<file path="config.mk">
export PLATFORM = sky130hd
export DESIGN_NAME = mpde_queue
export DESIGN_NICKNAME = d
export VERILOG_FILES = /design/src/masked_pair_distance_extremes_macros.svh /design/src/mpde_queue.sv
export SDC_FILE = /design/constraint.sdc
export NUM_CORES = 1
export LEC_CHECK = 0
export CORE_MARGIN = 1
export CORE_UTILIZATION = 45
export CTS_CLUSTER_DIAMETER = 40
export DETAILED_ROUTE_END_ITERATION = 8
export DONT_BUFFER_PORTS = 1
export MAX_ROUTING_LAYER = met4
export PLACE_DENSITY_LB_ADDON = 0.1
export RECOVER_POWER = 25
export SLEW_MARGIN = 15
export SYNTH_ARGS = -nofsm -noshare
export SYNTH_HDL_FRONTEND = slang
export SYNTH_SLANG_ARGS = --single-unit
export TNS_END_PERCENT = 5
</file>
<file path="constraint.sdc">
create_clock -name clock -period 2.45 [get_ports clock]
set_clock_uncertainty 0.1 [all_clocks]
set_input_delay 0.1225 -clock clock [delete_from_list [all_inputs] [get_ports clock]]
set_output_delay 0.1225 -clock clock [all_outputs]
set_load 0.03 [all_outputs]
</file>
<file path="src/masked_pair_distance_extremes_macros.svh">
// Assertion macros for the masked pair distance extremes block.
// Taken in by the modules that assert; no other dependencies.
`ifndef MASKED_PAIR_DISTANCE_EXTREMES_MACROS_SVH
`define MASKED_PAIR_DISTANCE_EXTREMES_MACROS_SVH

`ifndef ASSERT_OFF
`define MPDE_ASSERT_IMPLY(label, clk, rst, ante, cons) \
   label: assert property (@(posedge clk) disable iff (rst) (ante) |-> (cons)) \
      else $error("assertion failed");
`define MPDE_ASSERT_NEXT(label, clk, rst, ante, cons) \
   label: assert property (@(posedge clk) disable iff (rst) (ante) |=> (cons)) \
      else $error("assertion failed");
`else
`define MPDE_ASSERT_IMPLY(label, clk, rst, ante, cons)
`define MPDE_ASSERT_NEXT(label, clk, rst, ante, cons)
`endif

`endif

</file>
<file path="src/mpde_queue.sv">
// Small register queue with push/full and pop/empty sides.
// No dependencies; carries commands and results of the block.
`timescale 1ns / 1ps

module mpde_queue #(
   parameter int WIDTH = 8,
   parameter int DEPTH = 4
) (
   input  logic             clock,
   input  logic             reset,
   input  logic             push,
   output logic             full,
   input  logic [WIDTH-1:0] wdata,
   input  logic             pop,
   output logic             empty,
   output logic [WIDTH-1:0] rdata
);

   localparam int PW = (DEPTH > 1) ? $clog2(DEPTH) : 1;
   localparam int CW = $clog2(DEPTH + 1);

   logic [WIDTH-1:0] entry_ff [DEPTH];
   logic [PW-1:0]    wr_ptr_ff, wr_ptr_in;
   logic [PW-1:0]    rd_ptr_ff, rd_ptr_in;
   logic [CW-1:0]    count_ff, count_in;
   logic             push_ok, pop_ok;

   assign full    = (count_ff == CW'(DEPTH));
   assign empty   = (count_ff == '0);
   assign push_ok = push && !full;
   assign pop_ok  = pop && !empty;
   assign rdata   = entry_ff[rd_ptr_ff];

   always_comb begin
      wr_ptr_in = wr_ptr_ff;
      rd_ptr_in = rd_ptr_ff;
      count_in  = count_ff;
      if (push_ok) begin
         wr_ptr_in = (wr_ptr_ff == PW'(DEPTH - 1)) ? '0 : wr_ptr_ff + PW'(1);
      end
      if (pop_ok) begin
         rd_ptr_in = (rd_ptr_ff == PW'(DEPTH - 1)) ? '0 : rd_ptr_ff + PW'(1);
      end
      if (push_ok && !pop_ok) begin
         count_in = count_ff + CW'(1);
      end else if (pop_ok && !push_ok) begin
         count_in = count_ff - CW'(1);
      end
   end

   always_ff @(posedge clock) begin
      if (reset) begin
         wr_ptr_ff <= '0;
         rd_ptr_ff <= '0;
         count_ff  <= '0;
      end else begin
         wr_ptr_ff <= wr_ptr_in;
         rd_ptr_ff <= rd_ptr_in;
         count_ff  <= count_in;
      end
   end

   always_ff @(posedge clock) begin
      if (push_ok) begin
         entry_ff[wr_ptr_ff] <= wdata;
      end
   end

endmodule

</file>
==> results of run 1 <==
[worst max-delay path, delay by kind of cell (launching register included)]
kind	cells	cell delay [ns]
DFF	1	0.37
adders and majority gates	2	0.60
AOI/OAI and AO/OA	1	0.14
xor gates and xnor gates	1	0.16
buffers and inverters	2	0.11
and+or+nand+nor	3	0.79
[cell usage after synthesis, types with 2 or more instances]
cell      number  area [µm²]
inv_1          4        15.0
o31ai_2        2        25.0
a21oi_1        3        15.0
nand3_1        2        10.0
ha_1           6        75.1
xor2_1         2        17.5
nor3_1         2        10.0
mux2i_1        2        20.0
nor2_1         3        11.3
edfxtp_1      32         961
and3_2         4        30.0
dfxtp_1        9         180
mux4_2         8         180
[power breakdown]
part	internal, µW	switching (µW)	leakage, µW
clock network	211	211	0.0000389
logic	224	305	0.000265
registers	851	90.1	0.000368
[worst paths after layout]
check / endpoint / slack [ns] / cells after the start
worst min-delay path: entry_ff[3][3]$_DFFE_PP_ / 0.11 / 1
worst max register to register: count_ff[2]$_SDFFE_PP0P_ / 0.11 / 9
worst max-delay path: count_ff[2]$_SDFFE_PP0P_ / 0.11 / 9
worst min register to register: rd_ptr_ff[0]$_SDFFE_PP0P_ / 0.42 / 2
[per-stage QoR]
stage | setup slack (ns) | instance area (µm²) | hold slack (ns) | cells
finish | 0.115 | 1920 | 0.109 | 157
global placement | 0.132 | 1700 | 0.0935 | 137
CTS | 0.0515 | 1900 | 0.104 | 157
global route | 0.0100 | 1920 | 0.0897 | 157
detailed placement | 0.0935 | 1700 | 0.0965 | 137
floorplan | 0.135 | 1650 | 0.121 | 92
[routing by layer]
metal	part of all wire, %	GRT usage, %
met3	4.5	5.11
met5	0	-
met1	41	14.2
met2	53	25.8
met4	0.76	5.23
[area by class of cell]
class | count | area, µm² | area share, %
flip-flops and latches | 41 | 1140 | 59.8
multi-input cells | 42 | 468 | 24.4
repair buffers | 15 | 143 | 7.45
well taps | 46 | 57.6 | 3.00
clock inverters | 3 | 41.3 | 2.16
clock buffers | 5 | 37.5 | 1.96
inverters | 5 | 23.8 | 1.24
[repair_timing]
item / 4_1_cts / 5_1_grt
endpoints found under the hold margin: 41 / 0
gates resized for setup: 0 / 5
hold buffers: 12 / 0
endpoints found under the setup margin: 0 / 1
[cell families (layout without fill, tap and decap cells)]
family	Yosys count	count (layout)
buffers and inverters	9	28
and+or+nand+nor	16	16
DFF	41	41
AOI/OAI and AO/OA	7	7
muxes	10	10
xor gates and xnor gates	2	2
adders and majority gates	7	7
[registers in the layout (all words and copies together) (netlist names), named ones only]
signal / count
count_ff: 3
entry_ff: 32
rd_ptr_ff: 2
wr_ptr_ff: 2
==> qor.csv, run 1 <==
stage,metric,value,unit
pwr,leakage power,0.000672,µW
layout,fin util,56.1,%
pwr,total power,1890,µW
cts,TritonCTS buffer count,5,
layout,layout net count,129,
die,DIE WIDTH,62.5,µm
critical_path,crit-path max FO,5,
placement,DP HPWL,1.61,mm
timing,Setup TNS Final,0,ns
logic_synthesis,simple-gate share of the synthesized area,5.70,%
layout,Antenna diodes,0,
timing,final hold vios,0,
logic_synthesis,Yosys reg bits,41,
logic_synthesis,Synth Area in Compound Gates,3.04,%
detailed_routing,drt first pass iters,4,
grt,grt ovf,0,
cts,CTS tree,yes,
logic_synthesis,synthesized cell area,1650,µm²
run_status,status,"complete, no violations",
timing,Final Critical Period,2.34,ns
critical_path,FF-to-FF Start,count_ff[2]$_SDFFE_PP0P_,
detailed_routing,DRC viols,0,
detailed_routing,DR vias,810,
detailed_routing,Vias/cell,5.16,
logic_synthesis,post-synthesis xor/xnor area fraction,1.06,%
pwr,pwr/cell area,988,nW/µm²
layout,Layout area overhead,16.4,%
logic_synthesis,post-synthesis net count,111,
worst_hold_path,Hold Path Origin,push,
timing,Worst Tran Pin Value,0.558,ns
placement,# port buffers,0,
critical_path,Worst Setup End Kind,flop,
grt,first-pass GRT wire length,3.99,mm
critical_path,"Arr. time, crit path",2.50,ns
cts,CTS sink cnt,41,
critical_path,Crit. Startpoint,count_ff[2]$_SDFFE_PP0P_,
cts,Worst-path clk slew,0.12,ns
grt,Total GRT Usage,14.4,%
logic_synthesis,register area share after synthesis,69.4,%
grt,initial antenna violation count,0,
die,Starting Density,48.2,%
critical_path,type of the worst setup path,reg -> reg,
detailed_routing,final WL,2.51,mm
die,Core Region,3420,µm²
die,io pins,22,
die,Die ar.,3900,µm²
die,site row count,21,
logic_synthesis,Yosys cell types,26,
cts,root buf cell,clkbuf_4,
critical_path,CP peak stage delay,0.40,ns
detailed_routing,Iter 0 DRT Violations,42,
critical_path,Worst EP required,2.61,ns
detailed_routing,Routed wire per std cell,16.0,µm
layout,"commonest non-fill, non-tap cell in the layout",edfxtp_1,
logic_synthesis,post-synthesis area per instance,17.9,µm²
logic_synthesis,fraction of registers with async set/reset,0,%
timing,Finish-stage setup viols,0,
logic_synthesis,Post-Syn Instances,92,
placement,final RePlAce weighted congestion,0.712,
grt,largest net degree at the start of global routing,14,
logic_synthesis,largest family of logic cells by synthesized area,multiplexers,
logic_synthesis,Post-synth top flop,edfxtp_1,
critical_path,startpoint types,flop,
timing,RSZ-0062 raised after global routing,false,
layout,Fillers,292,
flow_run,max-cap viol count,0,
logic_synthesis,Yosys warning count,0,
cts,Longest Clk Path Bufs,2,
cts,H-tree depth,2,
detailed_routing,remaining antenna violation count,0,
pwr,Worst VDD drop,555,µV
timing,Slew headroom,62.7,%
logic_synthesis,number of synthesized flops with an enable pin,32,
layout,layout cells sized above 1,27.9,%
layout,most frequent cells in the layout,"edfxtp_1, dlygate4sd3_1, mux4_2, ha_1, dfxtp_1",
timing,fmax,0.428,GHz
cts,setup repair bufs after CTS,0,
cts,worst-skew pair later-pin latency,0.34,ns
critical_path,CP cell instances,or3b_4 -> clkinv_4 -> nor2_2 -> ha_1 -> inv_1 -> fa_1 -> xor2_1 -> or3_2 -> a21oi_1,
timing,Final period util,95.3,%
grt,vias in the first global route,872,
die,chip height,62.5,µm
timing,Slew Limit Fails,0,
critical_path,CP max stage cell,or3_2,
worst_hold_path,worst min-delay path class,in -> reg,
logic_synthesis,Synth Area in Adders,5.78,%
logic_synthesis,mux cell area share after synthesis,12.2,%
(Power assumes the default switching activity.)
==> run 2, diff against run 1 <==
--- a/config.mk
+++ b/config.mk
@@ -10,10 +10,11 @@
 export CTS_CLUSTER_DIAMETER = 40
 export DETAILED_ROUTE_END_ITERATION = 8
 export DONT_BUFFER_PORTS = 1
+export GPL_TIMING_DRIVEN = 0
 export MAX_ROUTING_LAYER = met4
-export PLACE_DENSITY_LB_ADDON = 0.1
+export PLACE_DENSITY = 0.72
 export RECOVER_POWER = 25
-export SLEW_MARGIN = 15
+export SLEW_MARGIN = 20
 export SYNTH_ARGS = -nofsm -noshare
 export SYNTH_HDL_FRONTEND = slang
 export SYNTH_SLANG_ARGS = --single-unit
==> qor.csv, run 2 (synthesis results as in run 1) <==
stage,metric,value,unit
die,io pins,22,
pwr,Clock Power Share,21.7,%
worst_hold_path,Hold Path Origin,reset,
critical_path,CP cell instances,or3b_1 -> buf_6 -> inv_8 -> nor2_4 -> ha_2 -> inv_1 -> fa_1 -> xor2_1 -> or3_2 -> a21oi_1,
cts,worst-skew pair later-pin latency,0.34,ns
critical_path,"Arr. time, crit path",2.52,ns
critical_path,Worst EP required,2.62,ns
placement,final RePlAce weighted congestion,0.736,
worst_hold_path,worst min-delay path class,in -> reg,
layout,max reg flops,32,
placement,DP Worst Slack,-0.0190,ns
grt,vias in the first global route,865,
detailed_routing,Vias/cell,5.38,
detailed_routing,Routed wire per std cell,16.4,µm
timing,Final period util,96.0,%
layout,Regs by FF count,"entry_ff x32, count_ff x3",
timing,Worst Tran Pin Value,0.876,ns
die,chip height,62.5,µm
flow_run,max-cap viol count,0,
cts,CTS sink cnt,41,
grt,grt ovf,0,
run_status,status,"complete, no violations",
layout,layout net count,130,
pwr,Switching Power,603,µW
detailed_routing,DR vias,850,
critical_path,Worst Setup End Kind,flop,
die,Die ar.,3900,µm²
timing,Final Critical Period,2.35,ns
critical_path,Crit. Startpoint,count_ff[2]$_SDFFE_PP0P_,
grt,first-pass GRT wire length,4.41,mm
layout,layout cells sized above 1,27.7,%
detailed_routing,DRC viols,0,
pwr,sw frac,31.8,%
die,Core Region,3420,µm²
critical_path,startpoint types,flop,
grt,initial antenna violation count,0,
cts,Worst-path clk slew,0.12,ns
pwr,pwr/cell area,986,nW/µm²
timing,Slew headroom,41.1,%
critical_path,crit-path max FO,7,
timing,fmax,0.425,GHz
timing,final hold vios,0,
layout,Layout area overhead,16.9,%
layout,Top reg by flops,entry_ff,
detailed_routing,final WL,2.60,mm
layout,Antenna diodes,0,
cts,TritonCTS buffer count,5,
layout,Fillers,274,
cts,root buf cell,clkbuf_4,
critical_path,CP max stage cell,or3_2,
layout,most frequent cells in the layout,"edfxtp_1, dlygate4sd3_1, mux4_2, dfxtp_1",
detailed_routing,drt first pass iters,4,
pwr,combinational fraction of design power,30.2,%
detailed_routing,Iter 0 DRT Violations,49,
cts,Longest Clk Path Bufs,2,
pwr,leakage power,0.000673,µW
cts,H-tree depth,2,
die,site row count,21,
timing,Finish-stage setup viols,0,
pwr,Sequential Power Share,48.1,%
grt,largest net degree at the start of global routing,13,
die,DIE WIDTH,62.5,µm
timing,Final WS setup,0.0984,ns
layout,"commonest non-fill, non-tap cell in the layout",edfxtp_1,
critical_path,CP peak stage delay,0.40,ns
critical_path,type of the worst setup path,reg -> reg,
critical_path,FF-to-FF Start,count_ff[2]$_SDFFE_PP0P_,
placement,DP HPWL,1.70,mm
detailed_routing,remaining antenna violation count,0,
placement,# port buffers,0,
grt,Total GRT Usage,15.6,%
pwr,Internal,1290,µW
cts,CTS tree,yes,
timing,Slew Limit Fails,0,
pwr,Worst VDD drop,606,µV
die,Starting Density,48.2,%
timing,Setup TNS Final,0,ns
-- run 2: cell count changes in the layout (fill, tap and decap cells not counted), sizes merged --
cell         change
inv              +1
clkinvlp         -1
clkinv           -1
buf              +2
dlygate4sd3      -2
clkbuf           +2
-- run 2: cell type report --
cell class,count,area (µm²),area share (%)
repair buffers,12,115,5.99
flip-flops and latches,41,1150,59.9
plain buffers,4,23.8,1.24
clock inverters,2,33.8,1.76
clock buffers,6,41.3,2.15
multi-input cells,42,473,24.6
well taps,46,57.6,2.99
inverters,5,26.3,1.37
-- run 2: power by group through the flow --
| stage | clock [µW] | sequential, µW | combinational [µW] |
|---|---|---|---|
| after floorplan | 0 | 901 | 462 |
| after global placement | 0 | 908 | 515 |
| after detailed placement | 0 | 917 | 527 |
| after CTS | 421 | 903 | 546 |
| after global routing | 459 | 924 | 621 |
| final | 411 | 912 | 573 |
-- run 2: metal layers --
| layer | routed length [µm] | GRT usage, % |
|---|---|---|
| met5 | 0 | - |
| met4 | 24 | 3.49 |
| met3 | 127 | 6.57 |
| met2 | 1370 | 25.4 |
| met1 | 1080 | 17.9 |
-- run 2: timing repair --
action                                 4_1_cts  5_1_grt
setup buffers                                0        2
hold buffers                                10        0
pin swaps                                    0        1
setup endpoints to repair                    1        1
gates resized for setup                      2        8
endpoints found under the hold margin       36        0
-- run 2: path summary, 6_finish.rpt --
kind	slack, ns	cells after the start	endpoint
worst max register to register	0.1	10	count_ff[2]$_SDFFE_PP0P_
worst min-delay path	0.02	2	count_ff[1]$_SDFFE_PP0P_
worst min register to register	0.43	2	rd_ptr_ff[0]$_SDFFE_PP0P_
worst max-delay path	0.1	10	count_ff[2]$_SDFFE_PP0P_
-- run 2: worst max-delay path, delay by kind of cell, from the launching register on --
family / cells / cell delay (ns)
compound gates: 1 / 0.15
simple gates: 3 / 0.68
xor+xnor: 1 / 0.16
flops: 1 / 0.38
buf+inv: 3 / 0.24
fa+ha+maj: 2 / 0.56
-- run 2: per-stage QoR --
| step | hold slack, ns | total power [µW] | instance area (µm²) | cells | utilization [%] |
|---|---|---|---|---|---|
| 5_1_grt | 0.0177 | 2000 | 1920 | 158 | 56.3 |
| 3_5_place_dp | 0.121 | 1440 | 1700 | 138 | 49.9 |
| 4_1_cts | 0.00523 | 1870 | 1880 | 156 | 55.1 |
| 3_3_place_gp | 0.122 | 1420 | 1700 | 138 | 49.9 |
| 6_report | 0.0219 | 1900 | 1920 | 158 | 56.3 |
| 2_1_floorplan | 0.121 | 1360 | 1650 | 92 | - |
