==> src/masked_pair_distance_extremes_macros.svh <==
// Assertion macros for the masked pair distance extremes block.
// Taken in by the modules that assert; no other dependencies.
`ifndef MASKED_PAIR_DISTANCE_EXTREMES_MACROS_SVH
`define MASKED_PAIR_DISTANCE_EXTREMES_MACROS_SVH

`ifndef ASSERT_OFF
`define MPDE_ASSERT_IMPLY(label, clk, rst, ante, cons) \
   label: assert property (@(posedge clk) disable iff (rst) (ante) |-> (cons)) \
      else $error("assertion failed");
`define MPDE_ASSERT_NEXT(label, clk, rst, ante, cons) \
   label: assert property (@(posedge clk) disable iff (rst) (ante) |=> (cons)) \
      else $error("assertion failed");
`else
`define MPDE_ASSERT_IMPLY(label, clk, rst, ante, cons)
`define MPDE_ASSERT_NEXT(label, clk, rst, ante, cons)
`endif

`endif

==> src/mpde_pkg.sv <==
// Shared types and constants of the masked pair distance extremes block.
// No dependencies; used by every module of the block but mpde_queue.
`timescale 1ns / 1ps

package mpde_pkg;

   localparam int MAX_POINTS_DEFAULT = 64;
   localparam int DIST_WIDTH_DEFAULT = 32;

   localparam int INDEX_PORT_W = 6;
   localparam int DIST_PORT_W  = 32;
   localparam int COUNT_PORT_W = 7;

   localparam logic [COUNT_PORT_W-1:0] POINT_COUNT_RESET = 7'd64;

   // widest fields over the parameter range
   localparam int MAX_IDX_W  = 10;
   localparam int MAX_ADDR_W = 19;
   localparam int MAX_DIST_W = 64;

   localparam int CMD_QUEUE_DEPTH = 4;
   localparam int RSP_QUEUE_DEPTH = 2;

   typedef enum logic [1:0] {
      OP_LOAD = 2'd0,
      OP_MASK = 2'd1,
      OP_EVAL = 2'd2
   } op_type;

   typedef enum logic [1:0] {
      ST_IDLE,
      ST_SCAN,
      ST_DRAIN,
      ST_REPLY
   } state_type;

   typedef struct packed {
      op_type                  op;
      logic [MAX_ADDR_W-1:0]   addr;
      logic [MAX_DIST_W-1:0]   distance;
      logic [MAX_IDX_W-1:0]    point;
      logic                    on;
   } cmd_type;

   typedef struct packed {
      logic                    delta_found;
      logic [DIST_PORT_W-1:0]  delta_value;
      logic [INDEX_PORT_W-1:0] delta_first;
      logic [INDEX_PORT_W-1:0] delta_second;
      logic                    epsilon_found;
      logic [DIST_PORT_W-1:0]  epsilon_value;
      logic [INDEX_PORT_W-1:0] epsilon_first;
      logic [INDEX_PORT_W-1:0] epsilon_second;
      logic [COUNT_PORT_W-1:0] active_count;
   } res_type;

endpackage

==> src/mpde_front.sv <==
// Request front end: accepts, filters and classifies requests.
// Depends on mpde_pkg; feeds the command queue.
`timescale 1ns / 1ps

module mpde_front #(
   parameter int MAX_POINTS = mpde_pkg::MAX_POINTS_DEFAULT,
   parameter int DIST_WIDTH = mpde_pkg::DIST_WIDTH_DEFAULT
) (
   input  logic                                clock,
   input  logic                                reset,
   input  logic                                req_push,
   output logic                                req_full,
   input  logic [1:0]                          req_command,
   input  logic [mpde_pkg::INDEX_PORT_W-1:0]   req_row_index,
   input  logic [mpde_pkg::INDEX_PORT_W-1:0]   req_col_index,
   input  logic [mpde_pkg::DIST_PORT_W-1:0]    req_distance_value,
   input  logic                                req_mask_on,
   output logic                                cq_push,
   input  logic                                cq_full,
   output mpde_pkg::cmd_type                   cq_data
);

   localparam int PW = 2 * mpde_pkg::INDEX_PORT_W;

   logic                                 stage_valid_ff, stage_valid_in;
   mpde_pkg::cmd_type                    stage_cmd_ff, stage_cmd_in;
   logic                                 accept, keep;
   logic                                 row_ok, col_ok;
   logic [mpde_pkg::INDEX_PORT_W-1:0]    hi, lo;
   logic [PW-1:0]                        prod;

   assign req_full = stage_valid_ff && cq_full;
   assign accept   = req_push && !req_full;
   assign cq_push  = stage_valid_ff;
   assign cq_data  = stage_cmd_ff;

   assign row_ok = (32'(req_row_index) < 32'(MAX_POINTS));
   assign col_ok = (32'(req_col_index) < 32'(MAX_POINTS));
   assign hi     = (req_row_index > req_col_index) ? req_row_index : req_col_index;
   assign lo     = (req_row_index > req_col_index) ? req_col_index : req_row_index;
   assign prod   = PW'(hi) * PW'(hi - mpde_pkg::INDEX_PORT_W'(1));

   always_comb begin
      keep                  = 1'b0;
      stage_cmd_in          = stage_cmd_ff;
      stage_cmd_in.op       = mpde_pkg::OP_LOAD;
      stage_cmd_in.addr     = mpde_pkg::MAX_ADDR_W'((prod >> 1) + PW'(lo));
      stage_cmd_in.distance = mpde_pkg::MAX_DIST_W'(DIST_WIDTH'(req_distance_value));
      stage_cmd_in.point    = mpde_pkg::MAX_IDX_W'(req_row_index);
      stage_cmd_in.on       = req_mask_on;
      unique case (req_command)
         mpde_pkg::OP_LOAD: begin
            keep = row_ok && col_ok && (req_row_index != req_col_index);
         end
         mpde_pkg::OP_MASK: begin
            stage_cmd_in.op = mpde_pkg::OP_MASK;
            keep            = row_ok;
         end
         mpde_pkg::OP_EVAL: begin
            stage_cmd_in.op = mpde_pkg::OP_EVAL;
            keep            = 1'b1;
         end
         default: begin
            keep = 1'b0;
         end
      endcase
      stage_valid_in = (stage_valid_ff && cq_full) || (accept && keep);
   end

   always_ff @(posedge clock) begin
      if (reset) begin
         stage_valid_ff <= 1'b0;
      end else begin
         stage_valid_ff <= stage_valid_in;
      end
   end

   always_ff @(posedge clock) begin
      if (accept) begin
         stage_cmd_ff <= stage_cmd_in;
      end
   end

endmodule

==> config.mk <==
export PLATFORM = sky130hd
export DESIGN_NAME = mpde_front
export DESIGN_NICKNAME = d
export VERILOG_FILES = /design/src/masked_pair_distance_extremes_macros.svh /design/src/mpde_pkg.sv /design/src/mpde_front.sv
export SDC_FILE = /design/constraint.sdc
export NUM_CORES = 1
export LEC_CHECK = 0
export ABC_AREA = 1
export BUFFER_PORTS_ARGS = -buffer_cell sky130_fd_sc_hd__buf_2
export CORE_UTILIZATION = 33
export DETAILED_ROUTE_END_ITERATION = 8
export HOLD_SLACK_MARGIN = 0.1
export SETUP_SLACK_MARGIN = 0.3
export SLEW_MARGIN = 10
export SYNTH_ARGS = -nofsm -noshare
export SYNTH_HDL_FRONTEND = slang
export SYNTH_SLANG_ARGS = --single-unit
==> constraint.sdc <==
create_clock -name clock -period 11.1 [get_ports clock]
set_input_delay 2.22 -clock clock [delete_from_list [all_inputs] [get_ports clock]]
set_output_delay 2.22 -clock clock [all_outputs]
set_load 0.03 [all_outputs]
==> summary.md, run 1 <==
| Metric | Value |
|---|---|
| Asr flop ratio synth | 0% |
| Internal | 0.668 mW |
| Yosys reg bits | 54 |
| Dpl hpwl | 6410 µm |
| Most frequent CP cell | inv_1 |
| Max Cap Violations | 0 |
| Post-synthesis sequential area ratio | 37.7% |
| Synth area leaders | edfxtp_1 37%, ha_1 16%, fa_1 9.8% |
| Tcrit/Tclk final | 76.8% |
| # diodes | 0 |
| Worst setup path endpoint | cq_data[85] |
| Switch share | 46.1% |
| Number of flops mapped to enable cells by yosys | 53 |
| Setup ws final | 2.58 ns |
| Post-DR vias/cell | 4.21 |
| Antenna viol nets, final | 0 |
| VDD IR max | 0.000102 V |
| Hold Buf Count CTS | 0 |
| Final #Nets | 653 |
| Warnings from Yosys | 0 |
| DRT Pass-1 Iters | 4 |
| Die area | 0.0134 mm² |
| Setup bufs post-CTS | 0 |
| Setup TNS | 0 ns |
| Gpl congestion | 0.848 |
| Power consumption | 1.24 mW |
| Root Buffer | clkbuf_16 |
| Remaining Overflow, GRT | 0 |
| Largest net degree at the start of global routing | 55 |
| CP Launch Type | input pin |
| Number of different library cells in the post-synthesis netlist | 31 |
| Dominant cell type by area after synthesis | edfxtp_1 |
| TritonCTS buffer count | 5 |
| Critical hold path startpoint | cq_push |
| GRT Util Overall | 11.8% |
| Die width | 116 µm |
| Clock buffer depth | 2 |
| Vias in the first global route | 2718 |
| I/O Buffers | 105 |
| First-pass GRT wire length | 12300 µm |
| Cells on worst reg2reg path | 4 |
| DRC | 0 |
| Combinational share of power | 63.7% |
| Switching Power | 0.572 mW |
| Final hold viol count | 0 |
| Ports | 149 |
| CP Max Fanout | 20 |
| Sink Count | 54 |
| Synthesized area | 0.00428 mm² |
| Layout cells sized above 1 | 26.7% |
| Post-cts sizing count | 0 |
| Die height | 116 µm |
| Top FF cell, synth | edfxtp_1 |
| Leak | 2.62 nW |
| Rows | 41 |
| Fmax | 117 MHz |
| Worst Tran Pin Value | 0.642 ns |
| Final Setup Violations | 0 |
| Setup CP Type | input pin to register |
| Kind of end point of the critical path | register |
| Htree depth | 2 |
| Seq pwr share | 24.0% |
| RSZ-0062 raised after global routing | no |
| Clk slew on worst S/H paths | 0.07 ns |
| Hold path depth | 2 |
| Slowest cell on crit path | fa_1 |
| Final Slew Violations | 0 |
| Outcome | complete, no violations |
| CP Data Arrival Time | 8.58 ns |
| Clock power share | 12.2% |
| Initial antenna violation count | 0 |
| Initial Utilization | 33.9% |
| Skew-Pair Late Insertion Delay | 0.29 ns |
| CTS tree | yes |
| RR Startpoint | cq_push |
| Crit path time final | 8.52 ns |
| Reg2reg end | cq_data[21] |
| Post-synthesis instance total | 417 |
| DRT Wirelength | 7620 µm |
| Setup WS pre-CTS | 2.24 ns |
| Reg2reg setup slack | 9.67 ns |
| Layout Area Growth over Synthesis | 16.9% |
| Worst hold path class | register to register |
| Avg WL per Cell | 10.9 µm |
| Vias | 2950 |
| Mean Syn Cell Area | 10.3 µm² |
| CP max stage delay | 0.55 ns |
| Power Dens Cells | 248 mW/mm² |
| Slew HR | 57.2% |
| Core Util, Final | 39.6% |
| WP data required | 11.15 ns |
| Drt first-iter violations | 137 |
| Core ar. | 0.0126 mm² |
| Hold slack | 0.482 ns |
| Setup Skew | 0.00306 ns |
| Share of the synthesized area in the top cell type | 37.2% |
| CP startpoint | req_col_index[4] |
synth_stat cells (2+ instances only):
cell and number:
a21oi_1 11, buf_4 43, edfxtp_1 53, fa_1 21
ha_1 54, inv_1 82, nand2_1 52, nand2_2 7
nand2_4 6, nand3_1 14, nand3_2 2, nand3_4 2
nand4_1 4, nor2_1 23, nor2_8 2, o21ai_0 9
o21ai_2 2, or2_2 2, xnor2_1 8, xor2_1 9
critical path, delay by kind of cell:
kind | cells | cell delay, ns
buffers and inverters | 8 | 0.51
xor gates and xnor gates | 1 | 0.17
adders and majority gates | 9 | 3.65
and+or+nand+nor | 15 | 1.59
AOI/OAI and AO/OA | 1 | 0.43
routing by layer:
layer | track usage (%) | up-vias | wire length (µm)
met4 | 5.81 | 0 | 209
met2 | 21.4 | 143 | 3630
met3 | 1.94 | 12 | 611
met5 | 0 | - | 0
met1 | 13.3 | 1332 | 3180
li1 | - | 1463 | -
area by class of cell:
cell class | count | area [µm²]
tap | 172 | 215
timing repair buffer | 106 | 533
fill | 1266 | 7620
multi-input combinational | 278 | 2180
sequential | 54 | 1610
clock buffer | 5 | 125
clock inverter | 3 | 23.8
inverter | 82 | 308
registers in the layout, summed over array words and instances, names as in the netlist:
name,count
cq_push,1
cq_data,53
how the worst min path moves through the flow:
stage	to	slack, ns
final	cq_push	0.48
after CTS	cq_push	0.48
after floorplan	cq_push	0.61
after global placement	cq_push	0.47
after detailed placement	cq_push	0.47
after global routing	cq_push	0.50
power groups by stage:
stage	sequential, mW	combinational, mW	clock [mW]
after floorplan	0.366	0.584	0
after global placement	0.303	0.778	0
after detailed placement	0.303	0.788	0
after CTS	0.299	0.796	0.159
after global routing	0.301	0.908	0.164
final	0.298	0.791	0.152
metrics by stage:
stage,cells,cell area (µm²)
2_1_floorplan,459,4430
3_3_place_gp,692,4850
3_5_place_dp,692,4850
4_1_cts,700,5000
5_1_grt,700,5000
6_report,700,5000
kinds of logic (layout without fill, tap and decap cells):
family,after synthesis,count (layout),share of synthesized area (%)
DFF,54,54,37.7
AOI/OAI and AO/OA,27,27,3.66
other,1,43,0.0877
xor gates and xnor gates,17,17,3.48
and+or+nand+nor,116,116,14.3
adders and majority gates,75,75,25.6
buffers and inverters,127,196,15.1
layout by cell type (no fill, tap or decap), types with 5 or more instances in the layout:
cell type and instances:
conb_1 43, buf_2 105, fa_1 21, o21ai_0 9, xor2_1 9, nand3_1 14
nor2_1 22, nand2_4 6, edfxtp_1 53, inv_1 82, a21oi_1 11, xnor2_1 8
ha_1 54, clkbuf_16 5, nand2_2 7, nand2_1 52
(Power assumes the default switching activity.)
==> run 2, diff against run 1 <==
Clock period 11.1 ns to 8.14 ns, I/O delays scaled along.
==> run 2 against run 1 <==
Design area grew 2.5%. Clock power increased by 39%. Largest cell class unchanged. Combinational power up 43%. Largest power group unchanged.
==> summary.md, run 2 (synthesis gave the netlist of run 1 again) <==
| Metric | Value |
|---|---|
| Hold Buf Count CTS | 0 (unchanged) |
| Fmax | 136 MHz |
| Initial antenna violation count | 0 (unchanged) |
| Setup TNS | 0 ns (unchanged) |
| Crit path time final | 7.38 ns |
| Drt first-iter violations | 187 (was 137) |
| Die width | 116 µm (unchanged) |
| Max Cap Violations | 0 (unchanged) |
| Outcome | complete, no violations (unchanged) |
| Htree depth | 2 (unchanged) |
| Antenna viol nets, final | 0 (unchanged) |
| Initial Utilization | 33.9% (unchanged) |
| Most frequent CP cell | inv_1 (unchanged) |
| Final Instance Area | 0.00513 mm² (was 0.00500 mm²) |
| DRT Wirelength | 7680 µm (was 7620 µm) |
| Power Dens Cells | 340 mW/mm² (was 248 mW/mm²) |
| Remaining Overflow, GRT | 0 (unchanged) |
| Number of flip-flops in the largest register | 53 (unchanged) |
| Slowest cell on crit path | fa_1 (unchanged) |
| Ports | 149 (unchanged) |
| # diodes | 0 (unchanged) |
| Leak | 2.66 nW (was 2.62 nW) |
| Die area | 0.0134 mm² (unchanged) |
| CP Max Fanout | 6 (was 20) |
| Sink Count | 54 (unchanged) |
| Vias in the first global route | 2742 (was 2718) |
| Layout cells sized above 1 | 29.2% (was 26.7%) |
| Setup Skew | 0.00405 ns (was 0.00306 ns) |
| Worst Tran Pin Value | 0.650 ns (was 0.642 ns) |
| Tcrit/Tclk final | 90.7% |
| Skew-Pair Late Insertion Delay | 0.29 ns (about the same) |
| Rows | 41 (unchanged) |
| Power consumption | 1.74 mW (was 1.24 mW) |
| Final Slew Violations | 0 (unchanged) |
| Clk slew on worst S/H paths | 0.07 ns (about the same) |
| Core ar. | 0.0126 mm² (unchanged) |
| Root Buffer | clkbuf_16 (unchanged) |
| RSZ-0062 raised after global routing | no (unchanged) |
| Worst hold path class | register to register (unchanged) |
| Dpl hpwl | 6490 µm (was 6410 µm) |
| Avg WL per Cell | 10.8 µm (was 10.9 µm) |
| Vias | 2974 (was 2950) |
| Kind of end point of the critical path | register (unchanged) |
| CP Data Arrival Time | 7.42 ns (was 8.58 ns) |
| Gpl congestion | 0.837 (was 0.848) |
| Final Setup Violations | 0 (unchanged) |
| Most frequent cells in the layout | 105 x buf_2, 81 x inv_1, 53 x edfxtp_1 (was 105 x buf_2, 82 x inv_1, 54 x ha_1) |
| CP Launch Type | input pin (unchanged) |
| CP top delay family | adder cells (unchanged) |
| Die height | 116 µm (unchanged) |
| Commonest non-fill, non-tap cell in the layout | buf_2 (unchanged) |
| Final #Nets | 662 (was 653) |
| DRT Pass-1 Iters | 4 (unchanged) |
| DRC | 0 (unchanged) |
| Final hold viol count | 0 (unchanged) |
| Setup CP Type | input pin to register (unchanged) |
| CP Buf/Inv Count | 9 (was 8) |
| Setup ws final | 0.760 ns (was 2.58 ns) |
| GRT Util Overall | 11.8% (about the same) |
| WP data required | 8.18 ns (was 11.15 ns) |
| Placed Instance Area | 0.00490 mm² (was 0.00485 mm²) |
| CTS tree | yes (unchanged) |
| Setup WS pre-CTS | 0.127 ns (was 2.24 ns) |
| VDD IR max | 0.000147 V (was 0.000102 V) |
| Layout Area Growth over Synthesis | 19.9% (was 16.9%) |
| I/O Buffers | 105 (unchanged) |
| Largest net degree at the start of global routing | 55 (unchanged) |
| TritonCTS buffer count | 5 (unchanged) |
| First-pass GRT wire length | 12400 µm (was 12300 µm) |
| Slew HR | 56.7% (was 57.2%) |
| Clock buffer depth | 2 (unchanged) |
| CP max stage delay | 0.55 ns (about the same) |
| Post-DR vias/cell | 4.19 (was 4.21) |
run 2: changes by cell type in the layout (fill, tap and decap cells not counted), moves of 2 or more:
cell and delta:
ha_2 +2, ha_1 -4, ha_4 +2, buf_4 +8
nor2_1 -2
run 2: worst paths after layout:
| path | endpoint | slack, ns | from | cells after the start |
|---|---|---|---|---|
| max | cq_data[84] | 0.76 | req_col_index[2] | 33 |
| min | cq_push | 0.49 | cq_push | 2 |
| max reg2reg | cq_data[30] | 6.70 | cq_push | 4 |
| min reg2reg | cq_push | 0.49 | cq_push | 2 |
run 2: routing by layer:
| layer | vias to the layer above | GRT usage, % | wire length [µm] |
|---|---|---|---|
| li1 | 1483 | - | - |
| met1 | 1345 | 14.2 | 3250 |
| met2 | 136 | 20.9 | 3660 |
| met3 | 10 | 1.52 | 572 |
| met4 | 0 | 5.30 | 204 |
| met5 | - | 0 | 0 |
run 2: final cells by class:
type	count	area, µm²
well taps	172	215
clock inverters	3	23.8
flip-flops and latches	54	1610
clock buffers	5	125
repair buffers	114	593
inverters	82	308
fillers	1244	7490
multi-input cells	279	2250
run 2: stage by stage:
step	utilization [%]	hold WS (ns)	cells
6_report	40.6	0.489	709
4_1_cts	40.0	0.501	706
3_5_place_dp	38.8	0.491	698
5_1_grt	40.6	0.537	709
3_3_place_gp	38.8	0.472	698
2_1_floorplan	-	0.608	459
run 2: what timing repair did:
item | 4_1_cts | 5_1_grt
resized for setup | 0 | 12
setup buffers | 0 | 2
setup endpoints to repair | 0 | 5
run 2: power breakdown:
part / internal (mW) / switching [mW]
clock: 0.115 / 0.0957
sequential: 0.398 / 0.00877
combinational: 0.428 / 0.697
total: 0.941 / 0.802
run 2: worst reg2reg max path, delay by kind of cell, from the launching register on:
kind	cells	cell delay (ns)
AND/OR/NAND/NOR	2	0.14
flip-flops	1	0.31
buffers and inverters	2	0.59
